===== src/rtl/blpq_pkg.sv =====
package blpq_pkg;

    localparam int COORD_BITS = 12;

    localparam logic OP_LOAD = 1'b0;
    localparam logic OP_STEP = 1'b1;

    localparam logic [1:0] CORNER_ORIGIN = 2'd0;
    localparam logic [1:0] CORNER_RIGHT  = 2'd1;
    localparam logic [1:0] CORNER_UPPER  = 2'd2;
    localparam logic [1:0] CORNER_UP     = 2'd3;

endpackage


===== src/rtl/bresenham_line_pixel_quads.sv =====
// Channel  Dir  Handshake              Payload
// in       in   in_valid / in_stall    opcode, start_x, start_y, end_x, end_y
// out      out  out_valid / out_stall  corner_x, corner_y, corner_index, last, done_res
//
// Load: no result. Step: four corners on consecutive cycles while out_stall is low (one when done),
//   first corner the cycle after the transfer; one output register holds the corners in turn.
// The next item is taken in the cycle the final corner of the previous one leaves.
// Error update (add/subtract and two compares) happens at the input transfer.
// rst_n clears the line state and the output valid; a step before any load is done.
// in_stall: output holds a corner that is not the final one, or the final one is stalled.
module bresenham_line_pixel_quads #(
    parameter int COORD_BITS = blpq_pkg::COORD_BITS
) (
    input  logic                  clk,
    input  logic                  rst_n,
    input  logic                  in_valid,
    output logic                  in_stall,
    input  logic                  opcode,
    input  logic [COORD_BITS-1:0] start_x,
    input  logic [COORD_BITS-1:0] start_y,
    input  logic [COORD_BITS-1:0] end_x,
    input  logic [COORD_BITS-1:0] end_y,
    output logic                  out_valid,
    input  logic                  out_stall,
    output logic [COORD_BITS:0]   corner_x,
    output logic [COORD_BITS:0]   corner_y,
    output logic [1:0]            corner_index,
    output logic                  last,
    output logic                  done_res
);

    localparam int EW = COORD_BITS + 2;   // error term width
    localparam int SW = COORD_BITS + 3;   // width for 2*err compares

    logic [COORD_BITS-1:0] cur_x_reg, cur_y_reg, target_x_reg, target_y_reg;
    logic [COORD_BITS-1:0] delta_x_reg, delta_y_reg;
    logic signed [EW-1:0]  error_term_reg;
    logic                  dir_x_neg_reg, dir_y_neg_reg;

    logic [COORD_BITS-1:0] px_reg, py_reg;
    logic                  out_valid_reg;
    logic [COORD_BITS:0]   corner_x_reg, corner_y_reg;
    logic [1:0]            corner_index_reg;
    logic                  last_reg, done_reg;

    logic in_xfer, out_xfer, at_target;
    logic signed [SW-1:0] e2, dx_s, dy_s, err_sum;
    logic step_x, step_y;
    logic [1:0] idx_next;
    logic [COORD_BITS:0] cx_next, cy_next;

    assign out_xfer  = out_valid_reg && !out_stall;
    assign in_stall  = out_valid_reg && !(last_reg && !out_stall);
    assign in_xfer   = in_valid && !in_stall;
    assign at_target = (cur_x_reg == target_x_reg) && (cur_y_reg == target_y_reg);

    always_comb
    begin
        dx_s    = signed'({3'b000, delta_x_reg});
        dy_s    = signed'({3'b000, delta_y_reg});
        e2      = SW'(error_term_reg) <<< 1;
        step_x  = e2 > -dy_s;
        step_y  = e2 < dx_s;
        err_sum = SW'(error_term_reg) - (step_x ? dy_s : '0) + (step_y ? dx_s : '0);
    end

    // corner following the one in the output register
    always_comb
    begin
        idx_next = corner_index_reg + 2'd1;
        cx_next  = {1'b0, px_reg};
        cy_next  = {1'b0, py_reg};
        if (idx_next inside {blpq_pkg::CORNER_RIGHT, blpq_pkg::CORNER_UPPER})
        begin
            cx_next = {1'b0, px_reg} + 1'b1;
        end
        if (idx_next inside {blpq_pkg::CORNER_UPPER, blpq_pkg::CORNER_UP})
        begin
            cy_next = {1'b0, py_reg} + 1'b1;
        end
    end

    always_ff @(posedge clk or negedge rst_n)
    begin
        if (!rst_n)
        begin
            cur_x_reg      <= '0;
            cur_y_reg      <= '0;
            target_x_reg   <= '0;
            target_y_reg   <= '0;
            delta_x_reg    <= '0;
            delta_y_reg    <= '0;
            error_term_reg <= '0;
            dir_x_neg_reg  <= 1'b0;
            dir_y_neg_reg  <= 1'b0;
            out_valid_reg  <= 1'b0;
        end
        else if (in_xfer && opcode == blpq_pkg::OP_LOAD)
        begin
            cur_x_reg      <= start_x;
            cur_y_reg      <= start_y;
            target_x_reg   <= end_x;
            target_y_reg   <= end_y;
            dir_x_neg_reg  <= !(start_x < end_x);
            dir_y_neg_reg  <= !(start_y < end_y);
            delta_x_reg    <= (end_x >= start_x) ? end_x - start_x : start_x - end_x;
            delta_y_reg    <= (end_y >= start_y) ? end_y - start_y : start_y - end_y;
            error_term_reg <= EW'(signed'({2'b00, (end_x >= start_x) ? end_x - start_x
                                                                     : start_x - end_x}))
                            - EW'(signed'({2'b00, (end_y >= start_y) ? end_y - start_y
                                                                     : start_y - end_y}));
            out_valid_reg  <= 1'b0;
        end
        else if (in_xfer)
        begin
            out_valid_reg <= 1'b1;
            if (!at_target)
            begin
                error_term_reg <= EW'(err_sum);
                if (step_x)
                begin
                    cur_x_reg <= dir_x_neg_reg ? cur_x_reg - 1'b1 : cur_x_reg + 1'b1;
                end
                if (step_y)
                begin
                    cur_y_reg <= dir_y_neg_reg ? cur_y_reg - 1'b1 : cur_y_reg + 1'b1;
                end
            end
        end
        else if (out_xfer && last_reg)
        begin
            out_valid_reg <= 1'b0;
        end
    end

    // result payload
    always_ff @(posedge clk)
    begin
        if (in_xfer && opcode == blpq_pkg::OP_STEP)
        begin
            px_reg           <= cur_x_reg;
            py_reg           <= cur_y_reg;
            corner_index_reg <= blpq_pkg::CORNER_ORIGIN;
            corner_x_reg     <= at_target ? '0 : {1'b0, cur_x_reg};
            corner_y_reg     <= at_target ? '0 : {1'b0, cur_y_reg};
            last_reg         <= at_target;
            done_reg         <= at_target;
        end
        else if (out_xfer && !last_reg)
        begin
            corner_index_reg <= idx_next;
            corner_x_reg     <= cx_next;
            corner_y_reg     <= cy_next;
            last_reg         <= (idx_next == blpq_pkg::CORNER_UP);
        end
    end

    assign out_valid    = out_valid_reg;
    assign corner_x     = corner_x_reg;
    assign corner_y     = corner_y_reg;
    assign corner_index = corner_index_reg;
    assign last         = last_reg;
    assign done_res     = done_reg;

`ifndef ASSERT_OFF
    a_done_shape: assert property (@(posedge clk) disable iff (!rst_n)
        out_valid_reg && done_reg |-> last_reg && corner_x_reg == '0 && corner_y_reg == '0)
        else $error("done result malformed");

    a_corner_seq: assert property (@(posedge clk) disable iff (!rst_n)
        out_valid_reg && !last_reg && !out_stall |=>
            out_valid_reg && corner_index_reg == $past(corner_index_reg) + 2'd1)
        else $error("corner sequence broken");

    a_step_start: assert property (@(posedge clk) disable iff (!rst_n)
        in_xfer && opcode == blpq_pkg::OP_STEP |=>
            out_valid_reg && corner_index_reg == blpq_pkg::CORNER_ORIGIN)
        else $error("step did not start at origin corner");

    a_last_corner: assert property (@(posedge clk) disable iff (!rst_n)
        out_valid_reg && !done_reg && corner_index_reg == blpq_pkg::CORNER_UP |-> last_reg)
        else $error("last flag missing on final corner");

    a_no_overrun: assert property (@(posedge clk) disable iff (!rst_n)
        out_valid_reg && !last_reg |-> in_stall)
        else $error("input taken while corners pending");
`endif

endmodule

===== config.mk =====
export PLATFORM = sky130hd
export DESIGN_NAME = bresenham_line_pixel_quads
export DESIGN_NICKNAME = d
export VERILOG_FILES = /design/src/rtl/blpq_pkg.sv /design/src/rtl/bresenham_line_pixel_quads.sv
export SDC_FILE = /design/constraint.sdc
export NUM_CORES = 1
export LEC_CHECK = 0
export BUFFER_PORTS_ARGS = -buffer_cell sky130_fd_sc_hd__buf_2
export CORE_MARGIN = 5
export CORE_UTILIZATION = 30
export DETAILED_ROUTE_END_ITERATION = 16
export GPL_ROUTABILITY_DRIVEN = 0
export HOLD_SLACK_MARGIN = 0.15
export PLACE_DENSITY = 0.41
export SYNTH_ARGS = -nofsm -noshare
export SYNTH_HDL_FRONTEND = slang
export SYNTH_SLANG_ARGS = --single-unit

===== constraint.sdc =====
create_clock -name clk -period 13.2 [get_ports clk]
set_input_delay 0.66 -clock clk [delete_from_list [all_inputs] [get_ports clk]]
set_output_delay 0.66 -clock clk [all_outputs]
set_load 0.01 [all_outputs]

## Yosys cells after proc, flatten, opt, wreduce, memory -nomap -nowiden

Cells that the tools add are included.

- Add/sub/neg operators: 15
- $lt $le $gt $ge: 6
- Equality and inequality tests: 6
- Mux-type cells: 30
- Bitwise logic cells: 1
- Reductions and logical operators: 25

Operators with widths:

| operator | count |
|---|---|
| $mux W12 | 16 |
| $mux W13 | 6 |
| $sub A12 B12 Y12 | 4 |
| $mux W14 | 3 |
| $add A12 B1 Y13 const B | 2 |
| $add A12 B1 Y12 const B | 2 |
| $eq A12 B12 Y1 | 2 |
| $ge A12 B12 Y1 | 2 |
| $lt A12 B12 Y1 | 2 |
| $sub A12 B1 Y12 const B | 2 |
| $gt A15 B15 Y1 | 1 |
| $lt A15 B13 Y1 | 1 |
| $neg A12 Y15 | 1 |
| $add A14 B12 Y14 | 1 |
| $sub A14 B13 Y14 | 1 |
| $sub A12 B12 Y13 | 1 |
| $reduce_bool A2 Y1 | 6 |
| $logic_and A1 B1 Y1 | 9 |
| $logic_not A1 Y1 | 6 |
| $reduce_and A3 Y1 | 2 |
| $mux W1 | 5 |
| $eq A2 B2 Y1 const B | 2 |
| $reduce_bool A3 Y1 | 1 |
| $add A2 B1 Y2 const B | 1 |
| other kinds (4) | 4 |

- Register bits: 143
- Input bits: 53

## Longest topological paths before layout

Gate-level depths: netlist (run 1).

- Word-level depth: 9
- Gate-level depth with buffers: 26
- Gate-level depth less buffers: 25

## Least setup slack after synthesis (run 1)

No wires, ideal clock.

- Path kind: register -> register
- From: reg delta_y_reg[8]
- To: reg error_term_reg[12]
- Library setup time: 0.082 ns
- Arrival: 5.142 ns
- Data required time: 13.118 ns
- Setup slack: 7.976 ns
- Cell stages (with the launch flop): 24
- Cell sequence: dfrtp_1 or4_1 nor3_1 xor2_1 ha_1 nand4_1 nor2_1 o31ai_1 a21oi_1 clkbuf_1 and2_1 ha_1 inv_1 ha_1 inv_1 fa_1 nand2b_1 a21boi_0 o21ai_0 a22oi_1 a41oi_1 or4b_2 and3_1 a31oi_1

- Longest elaborated chain between the ends: 8

Ends and longest elaborated chain:

| what | line | source |
|---|---|---|
| from (decl) | bresenham_line_pixel_quads.sv:36 | `logic [COORD_BITS-1:0] delta_x_reg, delta_y_reg;` |
| from (signal assigned) | bresenham_line_pixel_quads.sv:107 | `delta_y_reg <= (end_y >= start_y) ? end_y - start_y : start_y - end_y;` |
| $neg A12 Y15 | bresenham_line_pixel_quads.sv:62 | `step_x = e2 > -dy_s;` |
| $gt A15 B15 Y1 | bresenham_line_pixel_quads.sv:62 |  |
| $mux W12 * | bresenham_line_pixel_quads.sv:64 | `err_sum = SW'(error_term_reg) - (step_x ? dy_s : '0) + (step_y ? dx_s : '0);` |
| $sub A14 B13 Y14 * | bresenham_line_pixel_quads.sv:64 |  |
| $add A14 B12 Y14 * | bresenham_line_pixel_quads.sv:64 |  |
| $mux W14 * | bresenham_line_pixel_quads.sv:117 | `if (!at_target)` |
| $mux W14 * | bresenham_line_pixel_quads.sv:114 | `else if (in_xfer)` |
| $mux W14 * | bresenham_line_pixel_quads.sv:98 | `else if (in_xfer && opcode == blpq_pkg::OP_LOAD)` |
| to (signal assigned) | bresenham_line_pixel_quads.sv:108 | `error_term_reg <= EW'(signed'({2'b00, (end_x >= start_x) ? end_x - start_x` |
| to (signal assigned) | bresenham_line_pixel_quads.sv:119 | `error_term_reg <= EW'(err_sum);` |
| to (decl) | bresenham_line_pixel_quads.sv:37 | `logic signed [EW-1:0] error_term_reg;` |

Mark *: on every way between the ends. The rest lies on a longest branch, timed or not. The select of a mux whose other input is x is not followed.
A chain may end at the register's enable or synchronous reset.

## Worst setup path in the final report (run 1)

- From: reg delta_y_reg[4]
- To: reg error_term_reg[12]

The elaborated chain is that of the path after synthesis.

==> run_results.csv, run 1 <==
group,metric,value,unit
status,status,"completed",
timing,rsz0062_at_grt,"no",
synth,synth_compound_area_share,17.12,%
final_layout,area_growth,13.12,%
setup_path,cp.arrival,6.18,ns
clocking,cts_buffers,17,
floorplan,core,38650,µm²
placement,io_buffers,84,
power_and_ir_drop,vdd_drop_max,122.7,µV
final_layout,final_layout_size_suffix_gt1_share,11.32,%
synth,synth_edf_count,52,
timing,max-slew-margin-rel,19.82,%
synth,yosys-mux-area-fraction,3.570,%
setup_path,cp-end-kind,"flop",
grt,overflow,0,
clocking,post-cts-setup-buffer-count,0,
clocking,root_buffer,"clkbuf_16",
final_layout,fillCellCount,4015,
grt,grt_pass1_vias,9470,
floorplan,die-width,207.8,µm
route,ant_nets,0,
synth,ys_ff_latch,143,
floorplan,row_count,72,
setup_path,path_cells,"nor4_1 -> nand2_1 -> nor3_1 -> xor2_1 -> ha_1 -> a21o_1 -> nand3_1 -> a21oi_1 -> a211oi_1 -> a21oi_1 -> and2_1 -> fa_1 -> fa_1 -> nand2b_1 -> a21boi_0 -> o21ai_0 -> a22oi_1 -> a41oi_1 -> or4b_2 -> and3_1 -> a31oi_1",
setup_path,cp.depth,21,
clocking,cts_hold_buf,0,
timing,fmax,171.6,MHz
synth,synthDistinctLibCells,69,
route,drtIter0Drc,623,
floorplan,initial_core_util,30.38,%
route,vias,9551,
timing,finalSetupViolCount,0,
timing,worst_pin_slew,1.199,ns
synth,yosys-top-cells-count,"nand2_1 (147), inv_1 (139), o21ai_0 (133), ha_1 (124), dfrtp_1 (89)",
clocking,clock_sinks,143,
synth,synth-async-reset-ratio,62.24,%
route,drt-pass1-iter-count,7,
setup_path,r2r_slack,7.37,ns
synth,synth.area.top_cells,"dfrtp_1 (19%), edfxtp_1 (13%), ha_1 (13%)",
setup_path,start_kind,"flop",
synth,synth.most_common_cell,"nand2_1",
final_layout,final_net_count,1596,
synth,synth_top_family_by_area,"compound AO/OA/AOI/OAI gates",
timing,hold_viol,0,
synth,synthFlopType,"dfrtp_1",
floorplan,ios,85,
route,wire_per_inst,19.19,µm
timing,drv_slew,0,
setup_path,critPathTopFamily,"simple AND/OR/NAND/NOR gates",
final_layout,largest_reg_flops,14,
floorplan,die_h,207.8,µm
power_and_ir_drop,power_density,258.2,nW/µm²
synth,syn_inst,1337,
clocking,postCtsResizedCells,0,
final_layout,fin_area,13280,µm²
synth,synth-simple-area-share,15.58,%
setup_path,crit_fanout,5,
timing,finalCriticalPeriod,5.826,ns
synth,synthAdderAreaFrac,16.46,%
setup_path,required,13.56,ns
power_and_ir_drop,leakage,5.975,nW
setup_path,regToRegEndpoint,"error_term_reg[12]",
synth,syn-num-nets,1533,
synth,yosysSeqAreaShare,32.61,%
timing,fin_skew,0.01886,ns
synth,synth.avg_cell_area,8.781,µm²
setup_path,critPathKind,"flop to flop",
synth,ys_warn_count,0,
route,finalWirelength,37080,µm
route,drc,0,
synth,synth_top_area_share,18.97,%
clocking,cts_buffer_depth,2,
run,cap_violations,0,
floorplan,fp.dieArea,43190,µm²
grt,grtUsageTotal,16.98,%
timing,post-route-period-util,44.14,%
route,viasPerCell,4.944,
clocking,htree_levels,4,
setup_path,path_buf_inv,0,
clocking,clock_latency,0.44,ns
setup_path,rr_startpoint,"delta_y_reg[4]",
placement,hpwl,29920,µm
timing,setup_tns,0,ns
clocking,clk_pin_slew,0.07,ns
grt,grt_pass1_wl,57260,µm
grt,antenna_found_initial,2,
synth,yosys.area.top_type,"dfrtp_1",
synth,synth_area,11740,µm²
setup_path,crit_path_end,"error_term_reg[12]",
setup_path,max_stage_delay,0.64,ns
grt,grt_max_degree,73,
setup_path,worstSetupStartpoint,"delta_y_reg[4]",
clocking,cts_tree,"built",
setup_path,reg2reg_depth,21,
hold_path,holdCritPathClass,"input pin to async pin",
setup_path,cp_slowest_cell,"or4b_2",
placement,place_area,12700,µm²
synth,synth-xor-area-share,8.579,%
placed cells by master, fill, tap and decap left out, drive strengths merged, types with 28 or more instances in the layout:
cell,n
a21oi,63
buf,92
dfrtp,89
edfxtp,52
ha,124
inv,147
mux2i,28
nand2,147
nand3,40
nor2,64
o21ai,133
xnor2,71
xor2,44
per-layer routing:
metal  track usage, %  up-vias  wire (µm)
li1                 -     4812          -
met1            23.76     4541      18230
met2            27.42      162      16910
met3            2.856       34       1116
met4            4.258        2        805
met5                0        -         13
per-stage QoR:
stage                     total power [W]  worst slack, ns  utilization, %  hold WS (ns)  cells
after detailed placement         0.002944            7.478           32.86        0.4968   1899
after CTS                        0.003458            7.444           34.36        0.2662   1931
after global placement           0.002958            7.497           32.86        0.4915   1899
final                            0.003429            7.374           34.36        0.2484   1932
after global routing             0.003756            6.939           34.36        0.3044   1931
after floorplan                  0.002375            7.976               -        0.3644   1337
cells by family after synthesis:
family	count (synthesis)
xor+xnor	115
fa+ha+maj	143
mux	40
buf+inv	187
simple gates	385
compound gates	324
flops	143
report_power, final:
group | internal (W) | leakage, nW | total [W] | switching (W)
Sequential | 0.000651 | 1.58 | 0.000858 | 0.000206
Clock | 0.000267 | 0.275 | 0.000488 | 0.000221
Combinational | 0.000898 | 4.12 | 0.00208 | 0.00119
area by class of cell:
class,count,area (µm²),area share (%)
Clock buffer,18,429.2,3.232
Sequential cell,143,3829,28.83
Timing Repair Buffer,92,483.0,3.637
Multi-Input combinational cell,1007,7218,54.35
Clock inverter,14,148.9,1.121
Inverter,139,521.8,3.929
Tap cell,518,648.1,4.880
Antenna cell,1,2.502,0.01884
worst min-delay path by stage:
stage	start	endpoint	depth (start not counted)
2_1_floorplan	rst_n	cur_x_reg[0]	0
3_3_place_gp	target_x_reg[7]	target_x_reg[7]	2
3_5_place_dp	target_x_reg[9]	target_x_reg[9]	2
4_1_cts	rst_n	delta_y_reg[2]	1
5_1_grt	rst_n	delta_y_reg[2]	1
6_report	rst_n	delta_y_reg[2]	1
(Power assumes the default switching activity.)
==> run 2, diff against run 1 <==
Clock period 13.2 ns to 5.99 ns, I/O delays scaled along.
==> run_results.csv, run 2 (same netlist as run 1, synthesis figures left out) <==
group,metric,value,unit
setup_path,path_buf_inv,0,
timing,rsz0062_at_grt,"no",
timing,post-route-period-util,92.76,%
hold_path,holdPathStages,3,
placement,place_area,12730,µm²
route,ant_nets,0,
setup_path,worstSetupStartpoint,"delta_y_reg[8]",
final_layout,final_cell_mix,"nand2_1 (147), inv_1 (138), o21ai_0 (133)",
timing,drv_slew,0,
floorplan,die_h,207.8,µm
grt,grt_pass1_vias,9615,
floorplan,row_count,72,
setup_path,crit_fanout,5,
route,finalWirelength,37240,µm
clocking,cts_buffers,17,
clocking,clk_pin_slew,0.07,ns
timing,holdWs,0.1684,ns
floorplan,fp.dieArea,43190,µm²
setup_path,reg2reg_depth,19,
setup_path,cp.arrival,5.91,ns
placement,placed_cells,1903,
final_layout,layoutNonFillerInstCount,1947,
timing,fmax,180.0,MHz
floorplan,initial_core_util,30.38,%
timing,finalSetupViolCount,0,
route,drtIter0Drc,517,
clocking,htree_levels,4,
setup_path,critPathTopFamily,"simple AND/OR/NAND/NOR gates",
route,vias,9636,
final_layout,final_common_cell,"nand2_1",
floorplan,core,38650,µm²
final_layout,final_layout_size_suffix_gt1_share,11.62,%
clocking,clock_sinks,143,
route,viasPerCell,4.949,
route,drt-pass1-iter-count,5,
final_layout,fillCellCount,4054,
timing,hold_viol,0,
setup_path,critPathKind,"flop to flop",
status,status,"completed",
power_and_ir_drop,vdd_drop_max,370.1,µV
final_layout,largest_reg_flops,14,
setup_path,required,6.35,ns
placement,hpwl,29770,µm
route,wire_per_inst,19.13,µm
setup_path,rr_startpoint,"delta_y_reg[8]",
floorplan,die-width,207.8,µm
clocking,cts_tree,"built",
hold_path,hp-start,"start_x[11]",
setup_path,start_kind,"flop",
placement,io_buffers,84,
floorplan,ios,85,
grt,antenna_found_initial,3,
final_layout,area_growth,14.39,%
clocking,clock_latency,0.44,ns
setup_path,max_stage_delay,0.63,ns
run,cap_violations,0,
grt,grtUsageTotal,17.14,%
setup_path,path_cells,"or4_1 -> nor3_1 -> xor2_1 -> ha_1 -> nand4_1 -> nor2_1 -> o31ai_1 -> a21oi_1 -> and2_1 -> fa_1 -> fa_1 -> nand2b_1 -> a21boi_0 -> o21ai_0 -> a22oi_2 -> a41oi_1 -> or4b_2 -> and3_1 -> a31oi_1",
clocking,root_buffer,"clkbuf_16",
grt,grt_pass1_wl,58170,µm
clocking,post-cts-setup-buffer-count,0,
setup_path,cp_slowest_cell,"or4_1",
route,drc,0,
setup_path,cp-end-kind,"flop",
timing,max-slew-margin-rel,30.48,%
grt,overflow,0,
power_and_ir_drop,power_density,563.2,nW/µm²
power_and_ir_drop,leakage,6.045,nW
setup_path,cp.depth,19,
setup_path,crit_top_cell,"fa_1",
hold_path,holdCritPathClass,"input pin to flop",
grt,grt_max_degree,75,
clocking,cts_buffer_depth,2,
final_layout,fin_area,13430,µm²
timing,setup_tns,0,ns
timing,fin_skew,0.01294,ns
timing,worst_pin_slew,1.040,ns
final_layout,diodes,0,
power_and_ir_drop,total_power,0.007564,W
final_layout,final_net_count,1612,
timing,finalCriticalPeriod,5.556,ns
==> run 2: cell count changes in the layout (fill, tap and decap cells not counted), sizes merged <==
| cell | previous run | this run |
|---|---|---|
| clkinv | 2 | 4 |
| buf | 92 | 96 |
| diode | 1 | 0 |
| bufinv | 1 | 0 |
| dlygate4sd3 | 0 | 12 |
| clkinvlp | 3 | 2 |
| inv | 147 | 148 |
| clkbuf | 18 | 17 |
==> run 2: what timing repair did <==
item	in CTS	in global routing
hold buffers	12	0
gates resized for setup	0	2
endpoints found under the setup margin	0	1
hold endpoints to repair	37	0
==> run 2: through the flow <==
step	setup slack (ns)	utilization (%)
after floorplan	0.7664	-
after global placement	0.4355	32.94
after detailed placement	0.3283	32.94
after CTS	0.3052	34.72
after global routing	0.05171	34.75
final	0.4337	34.75
==> run 2: per-layer routing <==
metal	track usage (%)	wire length [µm]
met1	24.26	18410
met2	27.39	16870
met3	2.735	1115
met4	4.462	846
met5	0	0
==> run 2: cell type report <==
type / count / area [µm²] / area share [%]
multi-input cells: 1007 / 7228 / 53.82
flip-flops and latches: 143 / 3829 / 28.51
well taps: 518 / 648.1 / 4.826
repair buffers: 108 / 633.1 / 4.714
inverters: 139 / 521.8 / 3.885
clock buffers: 17 / 425.4 / 3.168
clock inverters: 15 / 143.9 / 1.071
==> run 2: power breakdown <==
| group | internal (W) | switching (W) | total, W |
|---|---|---|---|
| sequential | 0.00143 | 0.000458 | 0.00189 |
| clock | 0.000552 | 0.000513 | 0.00107 |
| combinational | 0.00202 | 0.00259 | 0.00461 |
==> run 2: path summary, 6_finish.rpt <==
path                                      endpoint  slack (ns)
worst max-delay path            error_term_reg[12]        0.43
worst min-delay path                 cur_x_reg[11]        0.17
worst max register to register  error_term_reg[12]        0.43
worst min register to register     target_y_reg[2]        0.50
max in group asynchronous          target_x_reg[0]        4.41
min in group asynchronous           delta_y_reg[6]        0.32
==> run 2: worst reg2reg max path, cell delays in order, from the launching register on <==
cell,delay (ns)
dfrtp_1,0.43
or4_1,0.63
nor3_1,0.24
xor2_1,0.10
ha_1,0.28
nand4_1,0.11
nor2_1,0.16
o31ai_1,0.09
a21oi_1,0.27
and2_1,0.22
fa_1,0.48
fa_1,0.48
nand2b_1,0.16
a21boi_0,0.22
o21ai_0,0.19
a22oi_2,0.24
a41oi_1,0.20
or4b_2,0.63
and3_1,0.18
a31oi_1,0.16
